**src/ep2c_pkg.sv**
```systemverilog
// ----------------------------------------------------------------------------
// ep2c_pkg
// constants and helpers shared by the seconds-to-calendar pipeline
// ----------------------------------------------------------------------------
package ep2c_pkg;

  // days = (secs >> 7) * DAY_RECIP >> DAY_RECIP_SHIFT, exact for 32-bit secs
  localparam int unsigned DAY_PRE_SHIFT   = 7;
  localparam logic [25:0] DAY_RECIP       = 26'd50903317;
  localparam int unsigned DAY_RECIP_SHIFT = 35;
  localparam logic [16:0] SECS_PER_DAY    = 17'd86400;

  // the 16-bit day count spans two march-based 100-year cycles; from this day on
  // the later cycle applies and the year gains a century
  localparam logic [15:0] CYCLE_SPLIT_DAY  = 16'd36218;
  localparam logic [15:0] CYCLE_LOW_OFFSET = 16'd306;
  localparam logic [7:0]  CENTURY_STEP     = 8'd100;

  // year within cycle: (4*rem + 3) / 1461
  localparam logic [18:0] YEAR_RECIP       = 19'd367469;
  localparam int unsigned YEAR_RECIP_SHIFT = 29;
  localparam logic [10:0] DAYS_PER_4Y      = 11'd1461;

  // march-based month: (5*doy + 2) / 153
  localparam logic [11:0] MONTH_RECIP       = 12'd3427;
  localparam int unsigned MONTH_RECIP_SHIFT = 19;
  localparam logic [3:0]  MONTH_ROLL        = 4'd10;
  localparam logic [3:0]  MONTH_FWD         = 4'd3;
  localparam logic [3:0]  MONTH_BACK        = 4'd9;

  // time of day
  localparam logic [17:0] HOUR_RECIP       = 18'd149131;
  localparam int unsigned HOUR_RECIP_SHIFT = 29;
  localparam logic [11:0] SECS_PER_HOUR    = 12'd3600;
  localparam logic [12:0] MIN_RECIP        = 13'd4370;
  localparam int unsigned MIN_RECIP_SHIFT  = 18;
  localparam logic [5:0]  SECS_PER_MIN     = 6'd60;

  // first day-of-year of each march-based month, (153*mm + 2) / 5
  function automatic logic [8:0] month_start(input logic [3:0] mm);
    logic [8:0] start;
    case (mm)
      4'd0:    start = 9'd0;
      4'd1:    start = 9'd31;
      4'd2:    start = 9'd61;
      4'd3:    start = 9'd92;
      4'd4:    start = 9'd122;
      4'd5:    start = 9'd153;
      4'd6:    start = 9'd184;
      4'd7:    start = 9'd214;
      4'd8:    start = 9'd245;
      4'd9:    start = 9'd275;
      4'd10:   start = 9'd306;
      4'd11:   start = 9'd337;
      default: start = 9'd0;
    endcase
    return start;
  endfunction

endpackage

```
**src/ep2c_if.sv**
```systemverilog
// ----------------------------------------------------------------------------
// ep2c channel interfaces
// valid/ready channels for timestamps in and calendar results out
// ----------------------------------------------------------------------------
interface ep2c_sec_if;
  logic        valid;
  logic        ready;
  logic [31:0] seconds_since_epoch;

  modport source (output valid, output seconds_since_epoch, input ready);
  modport sink   (input valid, input seconds_since_epoch, output ready);
endinterface

interface ep2c_cal_if;
  logic       valid;
  logic       ready;
  logic [7:0] year_offset;
  logic [3:0] month_number;
  logic [4:0] day_of_month;
  logic [4:0] hour_of_day;
  logic [5:0] minute_of_hour;
  logic [5:0] second_of_minute;

  modport source (output valid, output year_offset, output month_number,
                  output day_of_month, output hour_of_day, output minute_of_hour,
                  output second_of_minute, input ready);
  modport sink   (input valid, input year_offset, input month_number,
                  input day_of_month, input hour_of_day, input minute_of_hour,
                  input second_of_minute, output ready);
endinterface

```
**src/ep2c_day_split.sv**
```systemverilog
// ----------------------------------------------------------------------------
// ep2c_day_split
// splits seconds into day count and time of day, picks the 100-year cycle
// ----------------------------------------------------------------------------
module ep2c_day_split (
  input  logic        clk,
  input  logic        adv,
  input  logic [31:0] secs,
  output logic [15:0] rem,
  output logic        cent,
  output logic [16:0] tod
);

  logic [50:0] day_prod;
  logic [15:0] days;
  logic [31:0] secs_d;
  logic [32:0] day_secs;
  logic [32:0] tod_full;

  // stage 1: day count by reciprocal
  assign day_prod = 51'(secs[31:ep2c_pkg::DAY_PRE_SHIFT]) * 51'(ep2c_pkg::DAY_RECIP);

  always_ff @(posedge clk) begin
    if (adv) begin
      days   <= day_prod[ep2c_pkg::DAY_RECIP_SHIFT +: 16];
      secs_d <= secs;
    end
  end

  // stage 2: remainder seconds and day within the cycle
  assign day_secs = 33'(days) * 33'(ep2c_pkg::SECS_PER_DAY);
  assign tod_full = {1'b0, secs_d} - day_secs;

  always_ff @(posedge clk) begin
    if (adv) begin
      tod <= tod_full[16:0];
      if (days >= ep2c_pkg::CYCLE_SPLIT_DAY) begin
        rem  <= days - ep2c_pkg::CYCLE_SPLIT_DAY;
        cent <= 1'b1;
      end else begin
        rem  <= days + ep2c_pkg::CYCLE_LOW_OFFSET;
        cent <= 1'b0;
      end
    end
  end

endmodule

```
**src/ep2c_date_path.sv**
```systemverilog
// ----------------------------------------------------------------------------
// ep2c_date_path
// year, month and day from the day within the 100-year cycle
// ----------------------------------------------------------------------------
module ep2c_date_path (
  input  logic        clk,
  input  logic        adv,
  input  logic [15:0] rem,
  input  logic        cent,
  output logic [7:0]  year_offset,
  output logic [3:0]  month_number,
  output logic [4:0]  day_of_month
);

  logic [17:0] yr_num;
  logic [36:0] yr_prod;
  logic [6:0]  yr3;
  logic [15:0] rem3;
  logic        cent3;

  logic [17:0] yr_days;
  logic [15:0] doy_full;
  logic [8:0]  doy4;
  logic [6:0]  yr4;
  logic        cent4;

  logic [10:0] mm_num;
  logic [22:0] mm_prod;
  logic [3:0]  mm5;
  logic [8:0]  doy5;
  logic [6:0]  yr5;
  logic        cent5;

  logic [8:0]  day_full;
  logic        roll;

  // stage 3: year within the cycle
  assign yr_num  = {rem, 2'b11};
  assign yr_prod = 37'(yr_num) * 37'(ep2c_pkg::YEAR_RECIP);

  always_ff @(posedge clk) begin
    if (adv) begin
      yr3   <= yr_prod[ep2c_pkg::YEAR_RECIP_SHIFT +: 7];
      rem3  <= rem;
      cent3 <= cent;
    end
  end

  // stage 4: day of the march-based year
  assign yr_days  = 18'(yr3) * 18'(ep2c_pkg::DAYS_PER_4Y);
  assign doy_full = rem3 - yr_days[17:2];

  always_ff @(posedge clk) begin
    if (adv) begin
      doy4  <= doy_full[8:0];
      yr4   <= yr3;
      cent4 <= cent3;
    end
  end

  // stage 5: march-based month
  assign mm_num  = 11'({doy4, 2'b00}) + 11'(doy4) + 11'd2;
  assign mm_prod = 23'(mm_num) * 23'(ep2c_pkg::MONTH_RECIP);

  always_ff @(posedge clk) begin
    if (adv) begin
      mm5   <= mm_prod[ep2c_pkg::MONTH_RECIP_SHIFT +: 4];
      doy5  <= doy4;
      yr5   <= yr4;
      cent5 <= cent4;
    end
  end

  // stage 6: calendar fields, january and february belong to the next year
  assign roll     = (mm5 >= ep2c_pkg::MONTH_ROLL);
  assign day_full = doy5 - ep2c_pkg::month_start(mm5) + 9'd1;

  always_ff @(posedge clk) begin
    if (adv) begin
      day_of_month <= day_full[4:0];
      month_number <= roll ? (mm5 - ep2c_pkg::MONTH_BACK) : (mm5 + ep2c_pkg::MONTH_FWD);
      year_offset  <= (cent5 ? ep2c_pkg::CENTURY_STEP : 8'd0) + 8'(yr5) + 8'(roll);
    end
  end

endmodule

```
**src/ep2c_time_path.sv**
```systemverilog
// ----------------------------------------------------------------------------
// ep2c_time_path
// hour, minute and second from the seconds within the day
// ----------------------------------------------------------------------------
module ep2c_time_path (
  input  logic        clk,
  input  logic        adv,
  input  logic [16:0] tod,
  output logic [4:0]  hour_of_day,
  output logic [5:0]  minute_of_hour,
  output logic [5:0]  second_of_minute
);

  logic [34:0] hour_prod;
  logic [4:0]  hour3;
  logic [16:0] tod3;

  logic [16:0] hour_secs;
  logic [16:0] todh_full;
  logic [11:0] todh4;
  logic [4:0]  hour4;

  logic [24:0] min_prod;
  logic [5:0]  min5;
  logic [11:0] todh5;
  logic [4:0]  hour5;

  logic [11:0] min_secs;
  logic [11:0] sec_full;

  // stage 3: hour
  assign hour_prod = 35'(tod) * 35'(ep2c_pkg::HOUR_RECIP);

  always_ff @(posedge clk) begin
    if (adv) begin
      hour3 <= hour_prod[ep2c_pkg::HOUR_RECIP_SHIFT +: 5];
      tod3  <= tod;
    end
  end

  // stage 4: seconds within the hour
  assign hour_secs = 17'(hour3) * 17'(ep2c_pkg::SECS_PER_HOUR);
  assign todh_full = tod3 - hour_secs;

  always_ff @(posedge clk) begin
    if (adv) begin
      todh4 <= todh_full[11:0];
      hour4 <= hour3;
    end
  end

  // stage 5: minute
  assign min_prod = 25'(todh4) * 25'(ep2c_pkg::MIN_RECIP);

  always_ff @(posedge clk) begin
    if (adv) begin
      min5  <= min_prod[ep2c_pkg::MIN_RECIP_SHIFT +: 6];
      todh5 <= todh4;
      hour5 <= hour4;
    end
  end

  // stage 6: second and output fields
  assign min_secs = 12'(min5) * 12'(ep2c_pkg::SECS_PER_MIN);
  assign sec_full = todh5 - min_secs;

  always_ff @(posedge clk) begin
    if (adv) begin
      hour_of_day      <= hour5;
      minute_of_hour   <= min5;
      second_of_minute <= sec_full[5:0];
    end
  end

endmodule

```
**src/epoch_seconds_to_calendar.sv**
```systemverilog
// a timestamp beat taken into the input register passes stages 1 to 5 and is offered from the output register
// throughput: one beat per cycle; the seven-stage pipeline moves as one and holds
//   only while the output register is full and not taken
// reset: clears the stage valid flags, so the pipeline comes up empty; data
//   registers are left alone
// ----------------------------------------------------------------------------
// epoch_seconds_to_calendar
// converts seconds since 2001-01-01 00:00:00 into a gregorian date and time
// ----------------------------------------------------------------------------
module epoch_seconds_to_calendar (
  input  logic              clk,
  input  logic              rst,
  ep2c_sec_if.sink          stamp,
  ep2c_cal_if.source        calendar
);

  // stage 0 input register, stages 1..5 working, stage 6 output register
  localparam int unsigned STAGES = 7;

  logic [STAGES-1:0] vld;
  logic [STAGES-1:0] vld_next;
  logic              adv;
  logic [31:0]       secs;
  logic [15:0]       rem;
  logic              cent;
  logic [16:0]       tod;

  // the whole pipeline steps together; a bubble in the output register or a
  // taken output beat lets every stage move on
  assign adv         = !vld[STAGES-1] || calendar.ready;
  assign stamp.ready = adv;

  always_comb begin
    vld_next = vld;
    if (adv) begin
      vld_next = {vld[STAGES-2:0], stamp.valid};
    end
  end

  always_ff @(posedge clk) begin
    if (rst) begin
      vld <= '0;
    end else begin
      vld <= vld_next;
    end
  end

  // input register, loads only on a moving pipeline
  always_ff @(posedge clk) begin
    if (adv) begin
      secs <= stamp.seconds_since_epoch;
    end
  end

  // stages 1 and 2: day count, time of day and 100-year cycle
  ep2c_day_split u_day_split (
    .clk  (clk),
    .adv  (adv),
    .secs (secs),
    .rem  (rem),
    .cent (cent),
    .tod  (tod)
  );

  // stages 3 to 6: year, month and day
  ep2c_date_path u_date_path (
    .clk          (clk),
    .adv          (adv),
    .rem          (rem),
    .cent         (cent),
    .year_offset  (calendar.year_offset),
    .month_number (calendar.month_number),
    .day_of_month (calendar.day_of_month)
  );

  // stages 3 to 6 in parallel: hour, minute and second
  ep2c_time_path u_time_path (
    .clk              (clk),
    .adv              (adv),
    .tod              (tod),
    .hour_of_day      (calendar.hour_of_day),
    .minute_of_hour   (calendar.minute_of_hour),
    .second_of_minute (calendar.second_of_minute)
  );

  assign calendar.valid = vld[STAGES-1];

endmodule
```
**src/flat_wrapper.sv**
```systemverilog
// flat-port wrapper written by rule: the top's interface ports become plain ports
module epoch_seconds_to_calendar_flat 
  (clk, rst, stamp_valid, stamp_seconds_since_epoch, stamp_ready, calendar_valid, calendar_year_offset, calendar_month_number, calendar_day_of_month, calendar_hour_of_day, calendar_minute_of_hour, calendar_second_of_minute, calendar_ready);
  ep2c_sec_if stamp_i ();
  ep2c_cal_if calendar_i ();
  input  logic clk;
  input  logic rst;
  input wire logic [$bits(stamp_i.valid)-1:0] stamp_valid;
  input wire logic [$bits(stamp_i.seconds_since_epoch)-1:0] stamp_seconds_since_epoch;
  output wire logic [$bits(stamp_i.ready)-1:0] stamp_ready;
  output wire logic [$bits(calendar_i.valid)-1:0] calendar_valid;
  output wire logic [$bits(calendar_i.year_offset)-1:0] calendar_year_offset;
  output wire logic [$bits(calendar_i.month_number)-1:0] calendar_month_number;
  output wire logic [$bits(calendar_i.day_of_month)-1:0] calendar_day_of_month;
  output wire logic [$bits(calendar_i.hour_of_day)-1:0] calendar_hour_of_day;
  output wire logic [$bits(calendar_i.minute_of_hour)-1:0] calendar_minute_of_hour;
  output wire logic [$bits(calendar_i.second_of_minute)-1:0] calendar_second_of_minute;
  input wire logic [$bits(calendar_i.ready)-1:0] calendar_ready;
  assign stamp_i.valid = stamp_valid;
  assign stamp_i.seconds_since_epoch = stamp_seconds_since_epoch;
  assign stamp_ready = stamp_i.ready;
  assign calendar_valid = calendar_i.valid;
  assign calendar_year_offset = calendar_i.year_offset;
  assign calendar_month_number = calendar_i.month_number;
  assign calendar_day_of_month = calendar_i.day_of_month;
  assign calendar_hour_of_day = calendar_i.hour_of_day;
  assign calendar_minute_of_hour = calendar_i.minute_of_hour;
  assign calendar_second_of_minute = calendar_i.second_of_minute;
  assign calendar_i.ready = calendar_ready;
  epoch_seconds_to_calendar u_core (.clk(clk), .rst(rst), .stamp(stamp_i), .calendar(calendar_i));
endmodule
```
**config.mk**
```make
export PLATFORM = sky130hd
export DESIGN_NAME = epoch_seconds_to_calendar_flat
export DESIGN_NICKNAME = d
export VERILOG_FILES = /design/src/ep2c_pkg.sv /design/src/ep2c_if.sv /design/src/ep2c_day_split.sv /design/src/ep2c_date_path.sv /design/src/ep2c_time_path.sv /design/src/epoch_seconds_to_calendar.sv /design/src/flat_wrapper.sv
export SDC_FILE = /design/constraint.sdc
export NUM_CORES = 2
export LEC_CHECK = 0
export BUFFER_PORTS_ARGS = -buffer_cell sky130_fd_sc_hd__buf_2
export CORE_UTILIZATION = 60
export CTS_BUF_LIST = sky130_fd_sc_hd__clkbuf_8
export CTS_CLUSTER_SIZE = 25
export DETAILED_ROUTE_END_ITERATION = 10
export GPL_TIMING_DRIVEN = 0
export PLACE_DENSITY = 0.74
export SLEW_MARGIN = 20
export SYNTH_ARGS = -nofsm -noshare
export SYNTH_HDL_FRONTEND = slang
export SYNTH_SLANG_ARGS = --single-unit
```
**constraint.sdc**
```tcl
create_clock -name clk -period 8.7 [get_ports clk]
set_input_delay 0.87 -clock clk [delete_from_list [all_inputs] [get_ports clk]]
set_output_delay 0.87 -clock clk [all_outputs]
set_load 0.02 [all_outputs]
```
==> results.toml <==
[clock_network]
cts_root_buffer = "clkbuf_8"
cts_resized = 0
clock-sinks = 247
clock_latency_ns = 0.61
postCtsSetupRepairBufs = 0
postCtsHoldBufs = 0
clkSlewWorstSetupHoldPaths_ns = 0.07
htree_levels = 2
cts_tree = "done"
numCtsBuffers = 44
clk_path_buf_depth = 3

[worst_hold_path]
min_path_type = "reg -> reg"
hp-start = "u_core.u_day_split.secs_d[0]"
hold_depth = 0
hold_end = "u_core.u_day_split.tod[0]"

[layout]
design_area_um2 = 34860
post-route-util = 0.6479
fin_cells = 3723
register_area_um2 = 7297
fillers = 4130
nets = 4250
multi_input_area_um2 = 22610
drive_gt1_frac = 0.05154
num_antenna_cells = 0
syn_to_final_growth_pct = 6.530

[sta]
tns_ns = 0
skew_ns = 0.02475
relSlewSlack = 0.3360
tightest_slew_ns = 0.9900
grt_setup_unrepaired = "false"
slew_viol_final = 0
setup_violations = 0
period_needed_ns = 7.675
finalHoldViolations = 0
period_share = 0.8822
fmax_ghz = 0.1303

[setup_path]
worst-path-buf-inv = 3
crit_fanout = 8
worstSetupPathType = "reg -> reg"
cp_data_arrival_time_ns = 8.15
worst_r2r_path_depth = 29
cp-startpoint = "u_core.u_date_path.doy4[0]"
r2r_setup_slack_ns = 1.02
cp-end-kind = "flip-flop"
cpPeakStageDelay_ns = 0.60
critPathTopFamily = "adder cells"
slowest_stage = "edfxtp_1"
critPathLaunchType = "flip-flop"
reg2reg_from = "u_core.u_date_path.doy4[0]"
cp.required_ns = 9.18

[place]
dp.cells = 3643
dp_hpwl_mm = 52.91
gp_congestion = 0.9217
portBuffers = 71
placed_area_um2 = 34010

[floorplan]
ios = 72
core_um2 = 53810
die-area_um2 = 55480
chipWidth_um = 235.6
dieHeight_um = 235.6
rows = 85
initial_core_util = 0.6082

[global_route]
grt_max_degree = 109
grt_usage = 0.2402
grt_pass1_wl_mm = 106.5
antenna_found_initial = 0
grt_pass1_vias = 22190
grt.overflow.total = 0

[detailed_routing]
dr.pass1.iters = 5
drc_errors = 0
highest_layer = "met4"
wl_met1_mm = 26.29
drt_iter0_markers = 742
via_count = 19790
ant_nets = 0
met2_length_mm = 32.13
via_per_inst = 5.316
met3_length_mm = 1.870
wire_per_inst_um = 16.70
routed_wl_mm = 62.19

[synth]
synth_edf_count = 235
synth_area_per_cell_um2 = 11.39
synth_top_area_frac = 0.3070
synth_ff_type = "edfxtp_1"
syn_area_um2 = 32730
synth.largest_area_cell = "ha_1"
yosysMostFrequentCell = "ha_1"
synth_commonest_cells = "803 x ha_1, 742 x inv_1, 418 x fa_1, 235 x edfxtp_1, 102 x xnor2_1"
synth_area_leaders = "ha_1 31%, fa_1 26%, edfxtp_1 22%"
yosysUniqueCellTypes = 61
synth-seq-area-share = 0.2230
synthesis.nets = 4131
ys_warn_count = 0
async_flop_share = 0
yosys_register_bits = 247
synthCells = 2874

[run_status]
status = "completed"

[job]
cap_violations = 0
-- how the worst max path moves through the flow --
stage / depth (start not counted) / to
4_1_cts: 29 / flip-flop
2_1_floorplan: 29 / flip-flop
3_3_place_gp: 29 / flip-flop
3_5_place_dp: 29 / flip-flop
6_report: 29 / flip-flop
5_1_grt: 29 / flip-flop
-- registers in the layout, indices dropped and copies added (netlist names), 9 cells and up, named ones only --
name / cells
u_core.u_day_split.tod: 17
u_core.u_day_split.secs_d: 17
u_core.u_time_path.tod3: 12
u_core.u_time_path.todh4: 12
u_core.u_day_split.rem: 16
u_core.u_day_split.days: 16
u_core.secs: 32
u_core.u_date_path.rem3: 9
u_core.u_date_path.doy4: 9
-- metrics by stage --
| step | worst slack, ns | hold WS [ns] |
|---|---|---|
| 2_1_floorplan | 1.919 | 0.4003 |
| 3_3_place_gp | 1.115 | 0.4017 |
| 3_5_place_dp | 1.029 | 0.4045 |
| 4_1_cts | 0.9914 | 0.3708 |
| 5_1_grt | 0.5296 | 0.3862 |
| 6_report | 1.025 | 0.4016 |
-- placed cells by master (no fill, tap or decap), types with 4 or more instances in the layout --
| master | n |
|---|---|
| o21bai_1 | 17 |
| o31ai_1 | 5 |
| fa_1 | 418 |
| nor4_1 | 6 |
| o21ai_0 | 46 |
| dfxtp_1 | 12 |
| clkbuf_8 | 45 |
| a31oi_1 | 8 |
| clkinv_2 | 11 |
| edfxtp_1 | 235 |
| nand2b_1 | 8 |
| nor2_1 | 61 |
| nor3_1 | 16 |
| or2_2 | 6 |
| buf_2 | 73 |
| a211oi_1 | 9 |
| clkinv_1 | 4 |
| nor2b_1 | 11 |
| xor2_1 | 42 |
| a211o_1 | 4 |
| o21a_1 | 12 |
| xnor2_1 | 102 |
| a21o_1 | 43 |
| nand2_1 | 64 |
| nand3_1 | 25 |
| a21oi_1 | 100 |
| ha_1 | 803 |
| o211ai_1 | 11 |
| inv_1 | 754 |
| nand4_1 | 10 |
-- layout make-up --
| class | instances | area share |
|---|---|---|
| Multi-Input combinational cell | 1879 | 0.6486 |
| Clock buffer | 45 | 0.01776 |
| Tap cell | 696 | 0.02498 |
| Buffer | 6 | 0.001041 |
| Timing Repair Buffer | 73 | 0.01177 |
| Sequential cell | 247 | 0.2093 |
| Inverter | 742 | 0.07989 |
| Clock inverter | 35 | 0.006675 |
-- cells by family after synthesis --
family / count (synthesis) / share of synthesized area
adders and majority gates: 1221 / 0.5627
buffers and inverters: 748 / 0.08610
and+or+nand+nor: 226 / 0.03280
AOI/OAI and AO/OA: 284 / 0.05555
DFF: 247 / 0.2230
muxes: 4 / 0.001376
xor gates and xnor gates: 144 / 0.03854
-- metal layers --
metal,up-vias,track usage
met3,128,0.02943
met5,-,0
met4,0,0.07843
met2,305,0.4391
li1,9638,-
met1,9719,0.2930
Power is not shown: default switching activity piles up to over one toggle a cycle in this logic, so the estimate is an artifact.
